--- src/rtl/fbtp_pkg.sv ---
// Package for the fieldbus telegram PHY controller: payload structs,
// request and event codes, telegram sizing function. No dependencies.
package fbtp_pkg;

  localparam logic [7:0] SdFixed     = 8'h10;
  localparam logic [7:0] SdVariable  = 8'h68;
  localparam logic [7:0] SdLong      = 8'hA2;
  localparam logic [7:0] SdToken     = 8'hDC;
  localparam logic [7:0] SdShortAck  = 8'hE5;

  localparam logic [7:0] LenMin      = 8'd4;
  localparam logic [7:0] LenMax      = 8'd249;
  localparam logic [7:0] SizeFixed   = 8'd6;
  localparam logic [7:0] SizeLong    = 8'd14;
  localparam logic [7:0] SizeToken   = 8'd3;
  localparam logic [7:0] SizeAck     = 8'd1;
  localparam logic [7:0] SizeVarHdr  = 8'd6;

  localparam logic [7:0] TimeoutMin  = 8'd1;
  localparam logic [7:0] TimeoutRst  = 8'd100;

  typedef enum logic [2:0] {
    REQ_START      = 3'd0,
    REQ_SLOT_FREE  = 3'd1,
    REQ_SHIFT_DONE = 3'd2,
    REQ_RX_BYTE    = 3'd3,
    REQ_MS_TICK    = 3'd4,
    REQ_ABORT      = 3'd5
  } req_e;

  typedef enum logic [2:0] {
    EV_NONE        = 3'd0,
    EV_ACCEPTED    = 3'd1,
    EV_REJECTED    = 3'd2,
    EV_FETCH       = 3'd3,
    EV_SENT        = 3'd4,
    EV_NOREPLY_END = 3'd5,
    EV_REPLY_DONE  = 3'd6,
    EV_REPLY_ERR   = 3'd7
  } event_e;

  typedef enum logic [1:0] {
    CFG_CHECK_ERR  = 2'd0,
    CFG_TIMEOUT    = 2'd1,
    CFG_DIR_MODE   = 2'd2
  } cfg_idx_e;

  typedef enum logic [1:0] {
    DIR_LOW        = 2'd0,
    DIR_HIGH       = 2'd1,
    DIR_HIGH_TX    = 2'd2,
    DIR_LOW_TX     = 2'd3
  } dir_mode_e;

  typedef struct packed {
    logic [2:0] req_type;
    logic [7:0] start_delim;
    logic [7:0] length_byte;
    logic [7:0] length_repeat;
    logic       want_reply;
    logic [7:0] rx_data;
    logic       rx_line_error;
  } in_t;

  typedef struct packed {
    logic [2:0] event_res;
    logic [7:0] tx_index;
    logic       rx_store;
    logic [7:0] rx_index;
    logic [7:0] reply_size;
    logic       direction_level;
    logic       activity_lamp;
    logic       receiver_on;
  } out_t;

  function automatic logic [7:0] telegram_size(input logic [7:0] sd,
                                               input logic [7:0] le,
                                               input logic [7:0] ler);
    logic [7:0] sz;
    sz = 8'd0;
    unique case (sd)
      SdFixed:    sz = SizeFixed;
      SdVariable: begin
        if (le == ler && le >= LenMin && le <= LenMax) begin
          sz = le + SizeVarHdr;
        end
      end
      SdLong:     sz = SizeLong;
      SdToken:    sz = SizeToken;
      SdShortAck: sz = SizeAck;
      default:    sz = 8'd0;
    endcase
    return sz;
  endfunction

endpackage

--- src/rtl/fieldbus_telegram_phy_controller_core.sv ---
// Fieldbus telegram PHY controller, top level. Depends on fbtp_pkg.
//
// Usage:
//   Input channel (in_valid_i / in_stall_o / in_data_i) carries one event per
//   transaction: start, transmit slot free, shift done, received byte,
//   millisecond tick or abort. Every transaction yields exactly one result on
//   the output channel (out_valid_o / out_stall_i / out_data_o): event code,
//   transmit index, receive store strobe and index, reply size, and the
//   direction line, activity lamp and receiver enable after that event.
//   Order: a transaction is taken into the input register, and its result is
//   then registered in the result register and presented on the output.
//   Throughput: one transaction per cycle while the output is not stalled;
//   the decision logic between the two registers is a single pass over the
//   current telegram state.
//   Stall: while the result register is stalled the input register holds;
//   in_stall_o rises only when both are full, so one more transaction is
//   taken while a result waits.
//   Reset: idle, lamp off, receiver off, line-error checking on, reply
//   timeout 100 ms, direction mode always low. Configuration writes
//   (cfg_we_i, cfg_idx_i, cfg_wdata_i) are applied at once; the user must make
//   them only while no transaction is in flight, the block does not enforce it.
module fieldbus_telegram_phy_controller_core
  import fbtp_pkg::*;
(
  input  logic       clk_i,
  input  logic       rst_ni,
  input  logic       cfg_we_i,
  input  logic [1:0] cfg_idx_i,
  input  logic [7:0] cfg_wdata_i,
  input  logic       in_valid_i,
  output logic       in_stall_o,
  input  in_t        in_data_i,
  output logic       out_valid_o,
  input  logic       out_stall_i,
  output out_t       out_data_o
);

  typedef enum logic [1:0] {
    PH_IDLE       = 2'd0,
    PH_SEND_REPLY = 2'd1,
    PH_SEND_ONLY  = 2'd2,
    PH_RECEIVE    = 2'd3
  } phase_e;

  logic       check_err_q;
  logic [7:0] timeout_cfg_q;
  logic [1:0] dir_mode_q;

  phase_e     phase_q, phase_d;
  logic [7:0] frame_size_q, frame_size_d;
  logic [7:0] byte_pos_q, byte_pos_d;
  logic       draining_q, draining_d;
  logic [7:0] timeout_q, timeout_d;
  logic [7:0] reply_delim_q, reply_delim_d;
  logic [7:0] reply_len_q, reply_len_d;
  logic       dir_req_q, dir_req_d;

  logic       s1_valid_q;
  in_t        s1_q;
  logic       out_valid_q;
  out_t       out_q;
  out_t       res_d;

  logic       s1_adv;
  logic       in_acc;
  logic [7:0] start_size;
  logic [7:0] pos_inc;
  logic [7:0] fs_work;
  logic [7:0] tick_left;

  assign s1_adv     = s1_valid_q && (!out_valid_q || !out_stall_i);
  assign in_stall_o = s1_valid_q && !s1_adv;
  assign in_acc     = in_valid_i && !in_stall_o;

  assign start_size = telegram_size(s1_q.start_delim, s1_q.length_byte, s1_q.length_repeat);
  assign pos_inc    = byte_pos_q + 8'd1;
  assign tick_left  = timeout_q - 8'd1;

  always_comb begin
    phase_d       = phase_q;
    frame_size_d  = frame_size_q;
    byte_pos_d    = byte_pos_q;
    draining_d    = draining_q;
    timeout_d     = timeout_q;
    reply_delim_d = reply_delim_q;
    reply_len_d   = reply_len_q;
    dir_req_d     = dir_req_q;
    fs_work       = frame_size_q;
    res_d         = '0;
    res_d.event_res = EV_NONE;

    unique case (s1_q.req_type)
      REQ_START: begin
        if (start_size == 8'd0 || phase_q != PH_IDLE) begin
          res_d.event_res = EV_REJECTED;
        end else begin
          phase_d         = s1_q.want_reply ? PH_SEND_REPLY : PH_SEND_ONLY;
          frame_size_d    = start_size;
          byte_pos_d      = 8'd0;
          draining_d      = 1'b0;
          dir_req_d       = 1'b1;
          res_d.event_res = EV_ACCEPTED;
        end
      end
      REQ_SLOT_FREE: begin
        if ((phase_q == PH_SEND_REPLY || phase_q == PH_SEND_ONLY) && !draining_q) begin
          if (byte_pos_q >= frame_size_q) begin
            draining_d = 1'b1;
          end else begin
            res_d.event_res = EV_FETCH;
            res_d.tx_index  = byte_pos_q;
            byte_pos_d      = pos_inc;
          end
        end
      end
      REQ_SHIFT_DONE: begin
        if (draining_q) begin
          draining_d = 1'b0;
          if (phase_q == PH_SEND_REPLY) begin
            dir_req_d       = 1'b0;
            phase_d         = PH_RECEIVE;
            frame_size_d    = 8'd0;
            byte_pos_d      = 8'd0;
            timeout_d       = (timeout_cfg_q == 8'd0) ? TimeoutMin : timeout_cfg_q;
            res_d.event_res = EV_SENT;
          end else if (phase_q == PH_SEND_ONLY) begin
            dir_req_d       = 1'b0;
            phase_d         = PH_IDLE;
            res_d.event_res = EV_NOREPLY_END;
          end
        end
      end
      REQ_RX_BYTE: begin
        if (phase_q == PH_RECEIVE) begin
          if (s1_q.rx_line_error && check_err_q) begin
            phase_d          = PH_IDLE;
            res_d.event_res  = EV_REPLY_ERR;
            res_d.reply_size = frame_size_q;
          end else begin
            res_d.rx_store = 1'b1;
            res_d.rx_index = byte_pos_q;
            byte_pos_d     = pos_inc;
            if (byte_pos_q == 8'd0) begin
              reply_delim_d = s1_q.rx_data;
            end
            if (byte_pos_q == 8'd1) begin
              reply_len_d = s1_q.rx_data;
            end
            if (pos_inc == 8'd1 && reply_delim_d != SdVariable) begin
              fs_work = telegram_size(reply_delim_d, 8'd0, 8'd0);
            end
            frame_size_d = fs_work;
            priority if (pos_inc == 8'd1 && reply_delim_d != SdVariable
                         && fs_work == 8'd0) begin
              phase_d         = PH_IDLE;
              res_d.event_res = EV_REPLY_ERR;
            end else if (fs_work != 8'd0 && pos_inc >= fs_work) begin
              phase_d          = PH_IDLE;
              res_d.event_res  = EV_REPLY_DONE;
              res_d.reply_size = fs_work;
            end else if (fs_work == 8'd0 && pos_inc == 8'd3
                         && reply_delim_q == SdVariable) begin
              frame_size_d = telegram_size(SdVariable, reply_len_q, s1_q.rx_data);
              if (frame_size_d == 8'd0) begin
                phase_d         = PH_IDLE;
                res_d.event_res = EV_REPLY_ERR;
              end
            end else begin
            end
          end
        end
      end
      REQ_MS_TICK: begin
        if (phase_q == PH_RECEIVE) begin
          timeout_d = tick_left;
          if (tick_left == 8'd0) begin
            phase_d          = PH_IDLE;
            res_d.event_res  = EV_REPLY_ERR;
            res_d.reply_size = frame_size_q;
          end
        end
      end
      REQ_ABORT: begin
        phase_d      = PH_IDLE;
        frame_size_d = 8'd0;
        byte_pos_d   = 8'd0;
        draining_d   = 1'b0;
        dir_req_d    = 1'b0;
      end
      default: begin
      end
    endcase

    unique case (dir_mode_q)
      DIR_LOW:     res_d.direction_level = 1'b0;
      DIR_HIGH:    res_d.direction_level = 1'b1;
      DIR_HIGH_TX: res_d.direction_level = dir_req_d;
      DIR_LOW_TX:  res_d.direction_level = !dir_req_d;
      default:     res_d.direction_level = 1'b0;
    endcase
    res_d.activity_lamp = (phase_d != PH_IDLE);
    res_d.receiver_on   = (phase_d == PH_RECEIVE);
  end

  always_ff @(posedge clk_i or negedge rst_ni) begin
    if (!rst_ni) begin
      check_err_q   <= 1'b1;
      timeout_cfg_q <= TimeoutRst;
      dir_mode_q    <= DIR_LOW;
      phase_q       <= PH_IDLE;
      frame_size_q  <= 8'd0;
      byte_pos_q    <= 8'd0;
      draining_q    <= 1'b0;
      timeout_q     <= 8'd0;
      reply_delim_q <= 8'd0;
      reply_len_q   <= 8'd0;
      dir_req_q     <= 1'b0;
      s1_valid_q    <= 1'b0;
      out_valid_q   <= 1'b0;
    end else begin
      if (s1_adv) begin
        phase_q       <= phase_d;
        frame_size_q  <= frame_size_d;
        byte_pos_q    <= byte_pos_d;
        draining_q    <= draining_d;
        timeout_q     <= timeout_d;
        reply_delim_q <= reply_delim_d;
        reply_len_q   <= reply_len_d;
      end
      if (cfg_we_i && cfg_idx_i == CFG_DIR_MODE) begin
        dir_req_q <= 1'b0;
      end else if (s1_adv) begin
        dir_req_q <= dir_req_d;
      end
      if (cfg_we_i) begin
        unique case (cfg_idx_i)
          CFG_CHECK_ERR: check_err_q   <= cfg_wdata_i[0];
          CFG_TIMEOUT:   timeout_cfg_q <= cfg_wdata_i;
          CFG_DIR_MODE:  dir_mode_q    <= cfg_wdata_i[1:0];
          default: begin
          end
        endcase
      end
      if (in_acc) begin
        s1_valid_q <= 1'b1;
      end else if (s1_adv) begin
        s1_valid_q <= 1'b0;
      end
      if (s1_adv) begin
        out_valid_q <= 1'b1;
      end else if (!out_stall_i) begin
        out_valid_q <= 1'b0;
      end
    end
  end

  always_ff @(posedge clk_i) begin
    if (in_acc) begin
      s1_q <= in_data_i;
    end
    if (s1_adv) begin
      out_q <= res_d;
    end
  end

  assign out_valid_o = out_valid_q;
  assign out_data_o  = out_q;

endmodule

--- config.mk ---
export PLATFORM = sky130hd
export DESIGN_NAME = fieldbus_telegram_phy_controller_core
export DESIGN_NICKNAME = d
export VERILOG_FILES = /design/src/rtl/fbtp_pkg.sv /design/src/rtl/fieldbus_telegram_phy_controller_core.sv
export SDC_FILE = /design/constraint.sdc
export NUM_CORES = 1
export LEC_CHECK = 0
export BUFFER_PORTS_ARGS = -buffer_cell sky130_fd_sc_hd__buf_2
export CORE_ASPECT_RATIO = 1.5
export CORE_UTILIZATION = 55
export DETAILED_ROUTE_END_ITERATION = 6
export PLACE_DENSITY = 0.74
export SYNTH_ARGS = -nofsm -noshare
export SYNTH_HDL_FRONTEND = slang
export SYNTH_SLANG_ARGS = --single-unit
--- constraint.sdc ---
create_clock -name clk_i -period 5.7 [get_ports clk_i]
set_clock_uncertainty 0.1 [all_clocks]
set_input_delay 0.57 -clock clk_i [delete_from_list [all_inputs] [get_ports clk_i]]
set_output_delay 0.57 -clock clk_i [all_outputs]
set_load 0.01 [all_outputs]
==> results.md, run 1 <==
* Post-DP Area at 7700 sq um
* Sw frac at 31.2%
* Post-synth EDFFs at 68
* Layout cells sized above 1 at 22.5%
* Max-slew violation count at 0
* Syn Area/Cell at 10.7 sq um
* Total wire length at 16200 microns
* Setup Crit Path Kind: reg -> reg
* Die width at 95.2 microns
* Hold Vio Cnt, Final at 0
* Vias in the first global route at 5679
* Post-route cell area at 8230 sq um
* Ys Warns at 0
* Iteration-0 DRC count of the detailed router at 270
* Final setup viols at 0
* Reg power frac at 43.6%
* Die Area at 13500 sq um
* Worst vdd ir at 231 uV
* Cell taking the most area after synthesis: edfxtp_1
* CTS tree: done
* Yosys reg bits at 125
* Critical path launch point type: flip-flop
* Worst Setup End Kind: flip-flop
* PD cells at 331 nW/um^2
* Ports at 85
* Ordered list of cells on the worst path: ha_1 -> nand3_2 -> o21ai_0 -> and3_4 -> nand3_4 -> or3_1 -> o21ai_0 -> ha_1 -> a21o_1 -> a21o_1 -> a21oi_1 -> o21ai_0 -> and4_4 -> a31oi_4 -> nor2_1
* Max Freq at 238 MHz
* Met1 Routed Length at 6540 microns
* Port-buffer cells at 84
* Synth cell count leaders: edfxtp_1 (68), nand2_1 (56), dfrtp_1 (53), o21ai_0 (44), nor2_1 (39)
* Met2 routed WL at 8390 microns
* Largest net degree at the start of global routing at 58
* Crit-path max FO at 10
* Combinational power share at 20.5%
* Total number of vias at 5575
* Max clock buf depth at 2
* Mapped Cells at 672
* Post-synth top flop: edfxtp_1
* Asr flop ratio synth at 45.6%
* Worst-path clk slew at 0.06 ns
* Rows at 50
* Final Core Density at 65.5%
* Htree depth at 4
* Final Power at 2.73 mW
* Max Cap Viol at 0
* Most frequent cell after synthesis: edfxtp_1
* Post-route antenna net violation count at 0
* PostCTS Resize Cnt at 0
* Internal Pwr Total at 1.88 mW
* Slowest library cell on the worst path: dfrtp_1
* TritonRoute pass-1 iters at 4
* # fillers at 996
* Leak pwr at 3.51 nW
* DP HPWL at 11900 microns
* Met3 wire len at 608 microns
* Postcts setup bufs at 0
* Unique masters post-synth at 84
* Outcome: complete, no violations
* Initial Util at 57.0%
* Mapped Nets at 754
* Initial antenna violation count at 0
* Placer Congestion at 0.935
* Unrepaired setup endpoints after global routing: no
* Chip Height at 142 microns
* Worst-Margin Slew at 0.866 ns
* CORE AREA at 12600 sq um
* Sum Neg Setup Slack at 0 ns
* CP Data Arrival Time at 4.27 ns
* Synthesized area at 7170 sq um
* Via density at 6.03
* Top cell by count, worst path: o21ai_0
* Tcrit/Tclk final at 73.7%
* Clk sink count at 125
* Top Metal Used: met4
* First-pass GRT wire length at 26800 microns
* Global route overflow at 0
* Register area share after synthesis at 48.5%
* Slew margin rel. at 41.7%
* Layout area overhead at 14.9%
* Synth top area share at 28.5%
* Clock Latency Late Sink at 0.42 ns
* Drt drc at 0
* Antenna fix cells at 0
* Slowest cell delay on critical path at 0.54 ns
* Hold-fix buffers at CTS at 0
* GRT Util Overall at 26.0%
* Clock root buffer: clkbuf_16
* Area contributors post-synth: edfxtp_1 (28%), dfrtp_1 (19%), ha_1 (5.2%)
* Worst min path class: in -> async
* Nets at 838
* Tmin final at 4.20 ns
* Req. time, crit path at 5.77 ns
* Clk network pwr share at 35.9%
* Net Switching at 851 uW
* Cts bufs inserted at 17
* DR WL/cell at 17.5 microns
kinds of logic (layout without fill, tap and decap cells):
group,after synthesis,in the layout,synth area share (%)
AOI/OAI and AO/OA,152,152,14.2
xor gates and xnor gates,33,33,4.03
muxes,35,35,5.41
and+or+nand+nor,239,239,19.1
DFF,125,125,48.5
adders and majority gates,30,30,5.24
buffers and inverters,58,155,3.51
power by group through the flow:
stage / clock, mW / combinational, mW / sequential [mW]
after floorplan: 0 / 0.425 / 1.17
after global placement: 0 / 0.537 / 1.20
after detailed placement: 0 / 0.551 / 1.20
after CTS: 0.995 / 0.560 / 1.19
after global routing: 1.03 / 0.615 / 1.21
final: 0.980 / 0.558 / 1.19
worst max-delay path: cells and delay by family (launching register included):
kind | cells | cell delay [ns]
compound gates | 7 | 1.33
fa+ha+maj | 2 | 0.68
flops | 1 | 0.54
simple gates | 6 | 1.30
per-stage QoR:
step,hold slack (ns),instances,setup WS (ns)
floorplan,0.174,672,1.98
global placement,0.379,893,1.71
detailed placement,0.389,893,1.60
CTS,0.212,925,1.53
global route,0.209,925,1.27
finish,0.205,925,1.50
flip-flops by register name, summed over array words and instances, names as in the netlist, 2 cells and up:
signal	count
reply_len_q	8
frame_size_q	8
byte_pos_q	8
dir_mode_q	2
reply_delim_q	8
out_data_o	31
phase_q	2
timeout_q	8
s1_q	37
timeout_cfg_q	8
routing by layer:
metal	track usage, %	vias up
met1	29.5	2693
li1	-	2673
met2	45.3	158
met3	4.39	51
met4	14.4	0
met5	0	-
placed cells by master (no fill, tap or decap), types with 5 or more instances in the layout:
cell,n
nand2_1,56
mux2i_1,8
nor2b_1,9
o21ai_0,44
and3_1,9
mux2_2,26
nor4_1,13
a21oi_1,28
nand4_1,8
nand3b_1,5
xor2_1,20
o21ai_1,9
and2_1,18
a21o_1,9
buf_2,84
nor3_1,13
nor2_1,39
ha_1,30
inv_6,6
clkbuf_16,17
nand2b_1,11
inv_1,33
o31ai_1,8
dfrtp_1,53
buf_4,5
xnor2_1,13
nand3_1,12
edfxtp_1,68
worst paths after layout:
kind                                        from  slack, ns          endpoint  depth (start not counted)
worst max register to register     byte_pos_q[0]       1.50     out_data_o[8]                         15
max in group asynchronous                 rst_ni       4.78  reply_delim_q[3]                          2
min in group clk_i                 in_data_i[10]       0.22          s1_q[10]                          1
worst min-delay path                      rst_ni       0.20      timeout_q[5]                          2
worst max-delay path               byte_pos_q[0]       1.50     out_data_o[8]                         15
worst min register to register  timeout_cfg_q[0]       0.40  timeout_cfg_q[0]                          1
final cells by class:
type                       instances  area (sq um)  share of cell area [%]
multi-input combinational        489          3440                    41.8
tap                              156           195                    2.37
inverter                          34           128                    1.55
clock buffer                      17           425                    5.17
timing repair buffer              89           458                    5.56
clock inverter                    15           110                    1.34
sequential                       125          3470                    42.2
(Power assumes the default switching activity.)
==> run 2: changes to the inputs <==
--- a/config.mk
+++ b/config.mk
@@ -5,9 +5,10 @@
 export SDC_FILE = /design/constraint.sdc
 export NUM_CORES = 1
 export LEC_CHECK = 0
+export ABC_AREA = 1
 export BUFFER_PORTS_ARGS = -buffer_cell sky130_fd_sc_hd__buf_2
 export CORE_ASPECT_RATIO = 1.5
-export CORE_UTILIZATION = 55
+export CORE_UTILIZATION = 53
 export DETAILED_ROUTE_END_ITERATION = 6
 export PLACE_DENSITY = 0.74
 export SYNTH_ARGS = -nofsm -noshare
==> constraint.sdc (replaced) <==
create_clock -name clk_i -period 3.6 [get_ports clk_i]
set_clock_uncertainty 0.1 [all_clocks]
set_input_delay 0.36 -clock clk_i [delete_from_list [all_inputs] [get_ports clk_i]]
set_output_delay 0.36 -clock clk_i [all_outputs]
set_load 0.01 [all_outputs]
==> results.md, run 2 <==
* Worst vdd ir at 548 uV
* Via density at 5.49
* First-pass GRT wire length at 29400 microns
* Post-route antenna net violation count at 0
* Worst-Margin Slew at 1.05 ns
* Mux share of post-synthesis cell area at 0.766%
* Setup Crit Path Kind: reg -> reg
* Synthesized area at 7350 sq um
* Synth top area share at 27.8%
* Asr flop ratio synth at 45.6%
* Vias in the first global route at 6445
* Initial antenna violation count at 0
* Slew margin rel. at 30.2%
* Unique masters post-synth at 47
* DP HPWL at 13200 microns
* Tmin final at 3.50 ns
* Final Core Density at 68.3%
* Largest net degree at the start of global routing at 42
* CP Data Arrival Time at 3.57 ns
* Clk sink count at 125
* Critical path launch point type: flip-flop
* Crit-path max FO at 8
* Hold Vio Cnt, Final at 0
* Tcrit/Tclk final at 97.1%
* Largest family of logic cells by synthesized area: simple AND/OR/NAND/NOR gates
* Mapped Cells at 887
* Setup ws final at 0.104 ns
* Chip Height at 146 microns
* Max clock buf depth at 2
* Pre-CTS WS at -0.0541 ns
* Die Area at 14400 sq um
* Cts bufs inserted at 17
* Req. time, crit path at 3.68 ns
* Area contributors post-synth: edfxtp_1 (28%), dfrtp_1 (18%), nand2_1 (10%)
* # fillers at 1094
* Rows at 52
* Most frequent cell after synthesis: nand2_1
* Drt drc at 4
* Final setup viols at 0
* Worst min path class: in -> reg
* Post-DP Area at 8090 sq um
* Max FFs per register at 37
* Cell taking the most area after synthesis: edfxtp_1
* CORE AREA at 13500 sq um
* Reg2reg path depth at 23
* Post-Synth XOR/XNOR Area at 2.86%
* Post-route cell area at 9240 sq um
* Yosys reg bits at 125
* TritonRoute pass-1 iters at 7
* Total wire length at 18900 microns
* DR WL/cell at 15.7 microns
* GRT Util Overall at 26.4%
* Iteration-0 DRC count of the detailed router at 457
* Commonest non-fill, non-tap cells in the layout: nand2_1 (184), inv_1 (113), nor2_1 (94)
* Worst Setup End Kind: flip-flop
* Post-synth top flop: edfxtp_1
* Clock root buffer: clkbuf_16
* Commonest non-fill, non-tap cell in the layout: nand2_1
* Initial Util at 54.3%
* Leak pwr at 4.26 nW
* Nets at 1110
* Max-slew violation count at 0
* Outcome: finished with violations
* Layout cells sized above 1 at 24.2%
* Compound-Gate Fraction of Synth Area at 10.7%
* Htree depth at 4
* Max Cap Viol at 0
* Worst hold slack at 0.00589 ns
* Worst-path clk slew at 0.06 ns
* Total number of vias at 6602
* Final Power at 7.46 mW
* Post-synth EDFFs at 68
* Ports at 85
* Port-buffer cells at 84
* Violated checks: DRC
* Layout area overhead at 25.7%
* Post-Synth Simple-Gate Area at 26.1%
* Register area share after synthesis at 47.2%
* Syn Area/Cell at 8.29 sq um
* Die width at 98.2 microns
* Max Freq at 286 MHz
* Placer Congestion at 0.945
* Largest reg by FF count: s1_q
* Mapped Nets at 969
* PD cells at 807 nW/um^2
* Ys Warns at 0
* Clock Latency Late Sink at 0.43 ns
* Antenna fix cells at 0
* Hold path cells at 1
* Global route overflow at 0
* Synth cell count leaders: nand2_1 (199), inv_1 (117), nor2_1 (102), edfxtp_1 (68), o21ai_0 (65)
* Synth Area in Adders at 5.10%
* CTS tree: done
==> run 2: cell types whose count changed after synthesis, sizes merged, moves of 11 or more <==
cell / delta
and3: -11
nand2: +159
inv: +85
nor2: +73
nand3: +42
nand2b: -12
and2: -17
mux2: -22
o21ai: +22
==> run 2: final cells by class <==
type | count | area, sq um | share of cell area (%)
Sequential cell | 125 | 3470 | 37.6
Tap cell | 162 | 203 | 2.19
Clock inverter | 10 | 100 | 1.08
Inverter | 120 | 453 | 4.90
Clock buffer | 22 | 495 | 5.36
Timing Repair Buffer | 135 | 917 | 9.92
Multi-Input combinational cell | 629 | 3600 | 38.9
==> run 2: layer usage <==
metal | up-vias | routed length, microns | GRT usage (%)
met1 | 3073 | 6960 | 27.3
met4 | 0 | 1190 | 18.1
li1 | 3242 | - | -
met3 | 76 | 810 | 5.22
met2 | 211 | 9930 | 47.6
met5 | - | 0 | 0
==> run 2: cell families after synthesis <==
logic type	after synthesis
adders and majority gates	30
xor gates and xnor gates	24
buffers and inverters	133
DFF	125
muxes	5
and+or+nand+nor	437
AOI/OAI and AO/OA	133
==> run 2: final timing paths <==
check / startpoint / endpoint / slack (ns)
max: byte_pos_q[5] / out_data_o[1] / 0.10
min: in_data_i[16] / s1_q[16] / 0.006
max reg2reg: byte_pos_q[5] / out_data_o[1] / 0.10
min reg2reg: check_err_q / check_err_q / 0.38
max in group asynchronous: rst_ni / check_err_q / 2.57
min in group asynchronous: rst_ni / byte_pos_q[7] / 0.02
==> run 2: power breakdown <==
part	switching (mW)	internal [mW]	leakage, nW
clock network	0.678	1.06	0.297
logic	2.23	1.54	2.57
registers	0.196	1.75	1.39
total	3.11	4.35	4.26
==> run 2: per-stage QoR <==
stage          instances  TNS (ns)
2_1_floorplan        887         0
3_3_place_gp        1144         0
3_5_place_dp        1144    -0.167
4_1_cts             1177         0
5_1_grt             1203    -0.803
6_report            1203         0
==> run 2: critical path, stage by stage (launching register included) <==
cell and delay, ns:
dfrtp_2 0.44, nor2_2 0.15, nand2_2 0.13, nor2_4 0.22, clkbuf_16 0.20, nand2_1 0.05, nand2_1 0.11, nand2_1 0.11
nor2_1 0.14, nand2_1 0.11, nand2_1 0.11, o21ai_1 0.11, ha_1 0.33, nand2_2 0.06, o21ai_1 0.12, nand2_1 0.08
o2111ai_2 0.11, o21ai_4 0.13, nand3_2 0.10, nand2_2 0.06, nand2_1 0.08, nand3_2 0.07, inv_2 0.07, nand2_1 0.04
==> run 2: timing repair <==
| action | 4_1_cts | 5_1_grt |
|---|---|---|
| hold buffers | 0 | 15 |
| buffers inserted | 1 | 9 |
| setup endpoints to repair | 8 | 14 |
| hold endpoints to repair | 0 | 15 |
| pin swaps | 2 | 24 |
| gates cloned | 0 | 2 |
| resized for setup | 1 | 64 |
==> run 3: changes to the inputs <==
--- a/config.mk
+++ b/config.mk
@@ -7,10 +7,12 @@
 export LEC_CHECK = 0
 export ABC_AREA = 1
 export BUFFER_PORTS_ARGS = -buffer_cell sky130_fd_sc_hd__buf_2
+export CELL_PAD_IN_SITES_DETAIL_PLACEMENT = 1
+export CELL_PAD_IN_SITES_GLOBAL_PLACEMENT = 1
 export CORE_ASPECT_RATIO = 1.5
-export CORE_UTILIZATION = 53
+export CORE_UTILIZATION = 40
 export DETAILED_ROUTE_END_ITERATION = 6
-export PLACE_DENSITY = 0.74
+export PLACE_DENSITY = 0.75
 export SYNTH_ARGS = -nofsm -noshare
 export SYNTH_HDL_FRONTEND = slang
 export SYNTH_SLANG_ARGS = --single-unit
==> results.md, run 3 (synthesis gave the netlist of run 2 again) <==
* Iteration-0 DRC count of the detailed router at 272
* Outcome: complete, no violations
* CORE AREA at 17900 sq um
* DP HPWL at 16000 microns
* Drt drc at 0
* Final setup viols at 0
* Layout area overhead at 28.9%
* Layout cells sized above 1 at 25.7%
* Port-buffer cells at 84
* Chip Height at 168 microns
* Max Cap Viol at 0
* Total wire length at 22900 microns
* Hold Vio Cnt, Final at 0
* Post-route cell area at 9480 sq um
* Rows at 60
* Critical path launch point type: flip-flop
* CTS tree: done
* Worst-Margin Slew at 0.871 ns
* Tcrit/Tclk final at 97.9%
* Sum Neg Setup Slack at 0 ns
* Total number of vias at 6804
* Placer Congestion at 0.898
* Vias in the first global route at 7257
* Combinational power share at 52.8%
* First-pass GRT wire length at 35300 microns
* Cts bufs inserted at 17
* GRT Util Overall at 24.3%
* Die width at 113 microns
* Hold path cells at 1
* Clock root buffer: clkbuf_16
* Setup ws final at 0.0745 ns
* Leak pwr at 4.33 nW
* Max FFs per register at 37
* Max clock buf depth at 2
* Htree depth at 4
* Req. time, crit path at 3.78 ns
* Antenna fix cells at 0
* Reg power frac at 24.8%
* Reg2reg path depth at 27
* CP Data Arrival Time at 3.71 ns
* Commonest non-fill, non-tap cells in the layout: nand2_1 (170), inv_1 (112), nor2_1 (97)
* TritonRoute pass-1 iters at 5
* Tmin final at 3.53 ns
* Initial antenna violation count at 0
* Clk network pwr share at 22.3%
* Unrepaired setup endpoints after global routing: yes
* Slew margin rel. at 41.9%
* Max-slew violation count at 0
* Post-route antenna net violation count at 0
* Largest net degree at the start of global routing at 35
* Global route overflow at 0
* Worst Setup End Kind: flip-flop
* Setup Crit Path Kind: reg -> reg
* Largest reg by FF count: s1_q
* Worst min path class: in -> reg
* Worst vdd ir at 451 uV
* Clock Latency Late Sink at 0.43 ns
* Max Freq at 284 MHz
* Net Switching at 3.39 mW
* Nets at 1123
* Initial Util at 41.0%
* Post-DP Area at 8190 sq um
* Clk sink count at 125
* Crit-path max FO at 7
* Placed Cells at 1202
* Via density at 5.35
* Commonest non-fill, non-tap cell in the layout: nand2_1
* Internal Pwr Total at 4.52 mW
* Ports at 85
* PD cells at 834 nW/um^2
* Pre-CTS WS at -0.109 ns
* Worst-path clk slew at 0.06 ns
* Die Area at 18900 sq um
* Non-filler cells, final at 1271
* DR WL/cell at 18.1 microns
* Sw frac at 42.9%
==> run 3: cell types whose count changed in the layout (fill, tap and decap cells not counted), moves of 3 or more <==
cell           change
nand2_1           -14
buf_4             +10
nand2_2            +7
nand2_4            +7
nor2_2             -7
o21ai_0            -5
clkinv_1           +4
clkinvlp_4         +4
dlygate4sd3_1      +4
nor2_4             +4
o21ai_1            +4
clkbuf_8           -3
inv_4              -3
nor2_1             +3
==> run 3: final cells by class <==
| cell class | count | area, sq um |
|---|---|---|
| sequential | 125 | 3470 |
| inverter | 120 | 450 |
| fill | 2144 | 8460 |
| clock inverter | 15 | 170 |
| clock buffer | 17 | 425 |
| tap | 217 | 272 |
| timing repair buffer | 148 | 998 |
| multi-input combinational | 629 | 3690 |
==> run 3: metal layers <==
metal | global-route usage, % | wire (microns) | vias up
li1 | - | - | 3263
met1 | 24.1 | 8510 | 3340
met2 | 47.9 | 12800 | 146
met3 | 3.78 | 578 | 55
met4 | 12.3 | 1030 | 0
met5 | 0 | 0 | -
==> run 3: worst paths after layout <==
path / end / from / slack (ns)
max: out_data_o[0] / byte_pos_q[0] / 0.07
min: s1_q[18] / in_data_i[18] / 0.01
max reg2reg: out_data_o[0] / byte_pos_q[0] / 0.07
min reg2reg: check_err_q / check_err_q / 0.39
max in group asynchronous: timeout_cfg_q[6] / rst_ni / 1.97
min in group asynchronous: byte_pos_q[2] / rst_ni / 0.50
==> run 3: worst max-delay path: stages, from the launching register on <==
cell,delay (ns)
dfrtp_1,0.42
inv_2,0.10
ha_4,0.14
nand2_4,0.05
nor2_4,0.21
buf_12,0.16
nand2_2,0.06
nand2_2,0.11
nand2_4,0.08
nor2_4,0.15
nand2_4,0.09
nand2_8,0.11
buf_6,0.10
nand2_1,0.06
nand2_2,0.12
ha_4,0.14
inv_2,0.04
a21oi_2,0.16
o21ai_1,0.09
nand2_1,0.08
o2111ai_2,0.12
o21ai_2,0.13
nand3_2,0.14
nand2_2,0.12
nand2_2,0.06
nand2_2,0.08
nand2_2,0.06
nor2_1,0.10
==> run 3: stage by stage <==
| step | utilization [%] | hold slack, ns | total power, mW |
|---|---|---|---|
| 3_3_place_gp | 45.7 | 0.371 | 4.83 |
| 2_1_floorplan | - | -0.0356 | 3.98 |
| 6_report | 52.8 | 0.00954 | 7.91 |
| 3_5_place_dp | 45.7 | 0.381 | 4.92 |
| 4_1_cts | 50.6 | 0.000206 | 7.09 |
| 5_1_grt | 52.8 | 0.00294 | 8.35 |
==> run 3: power by group through the flow <==
| stage | Combinational (mW) | Sequential (mW) | Clock [mW] |
|---|---|---|---|
| 6_report | 4.18 | 1.96 | 1.77 |
| 5_1_grt | 4.52 | 1.99 | 1.84 |
| 4_1_cts | 3.35 | 1.95 | 1.79 |
| 3_5_place_dp | 2.95 | 1.97 | 0 |
| 3_3_place_gp | 2.86 | 1.96 | 0 |
| 2_1_floorplan | 2.04 | 1.94 | 0 |
==> run 3: what timing repair did <==
item,in CTS,in global routing
pin swaps,5,36
resized for setup,11,84
hold endpoints to repair,46,3
setup buffers,6,11
hold buffers,16,3
endpoints found under the setup margin,12,14
cloned,1,1
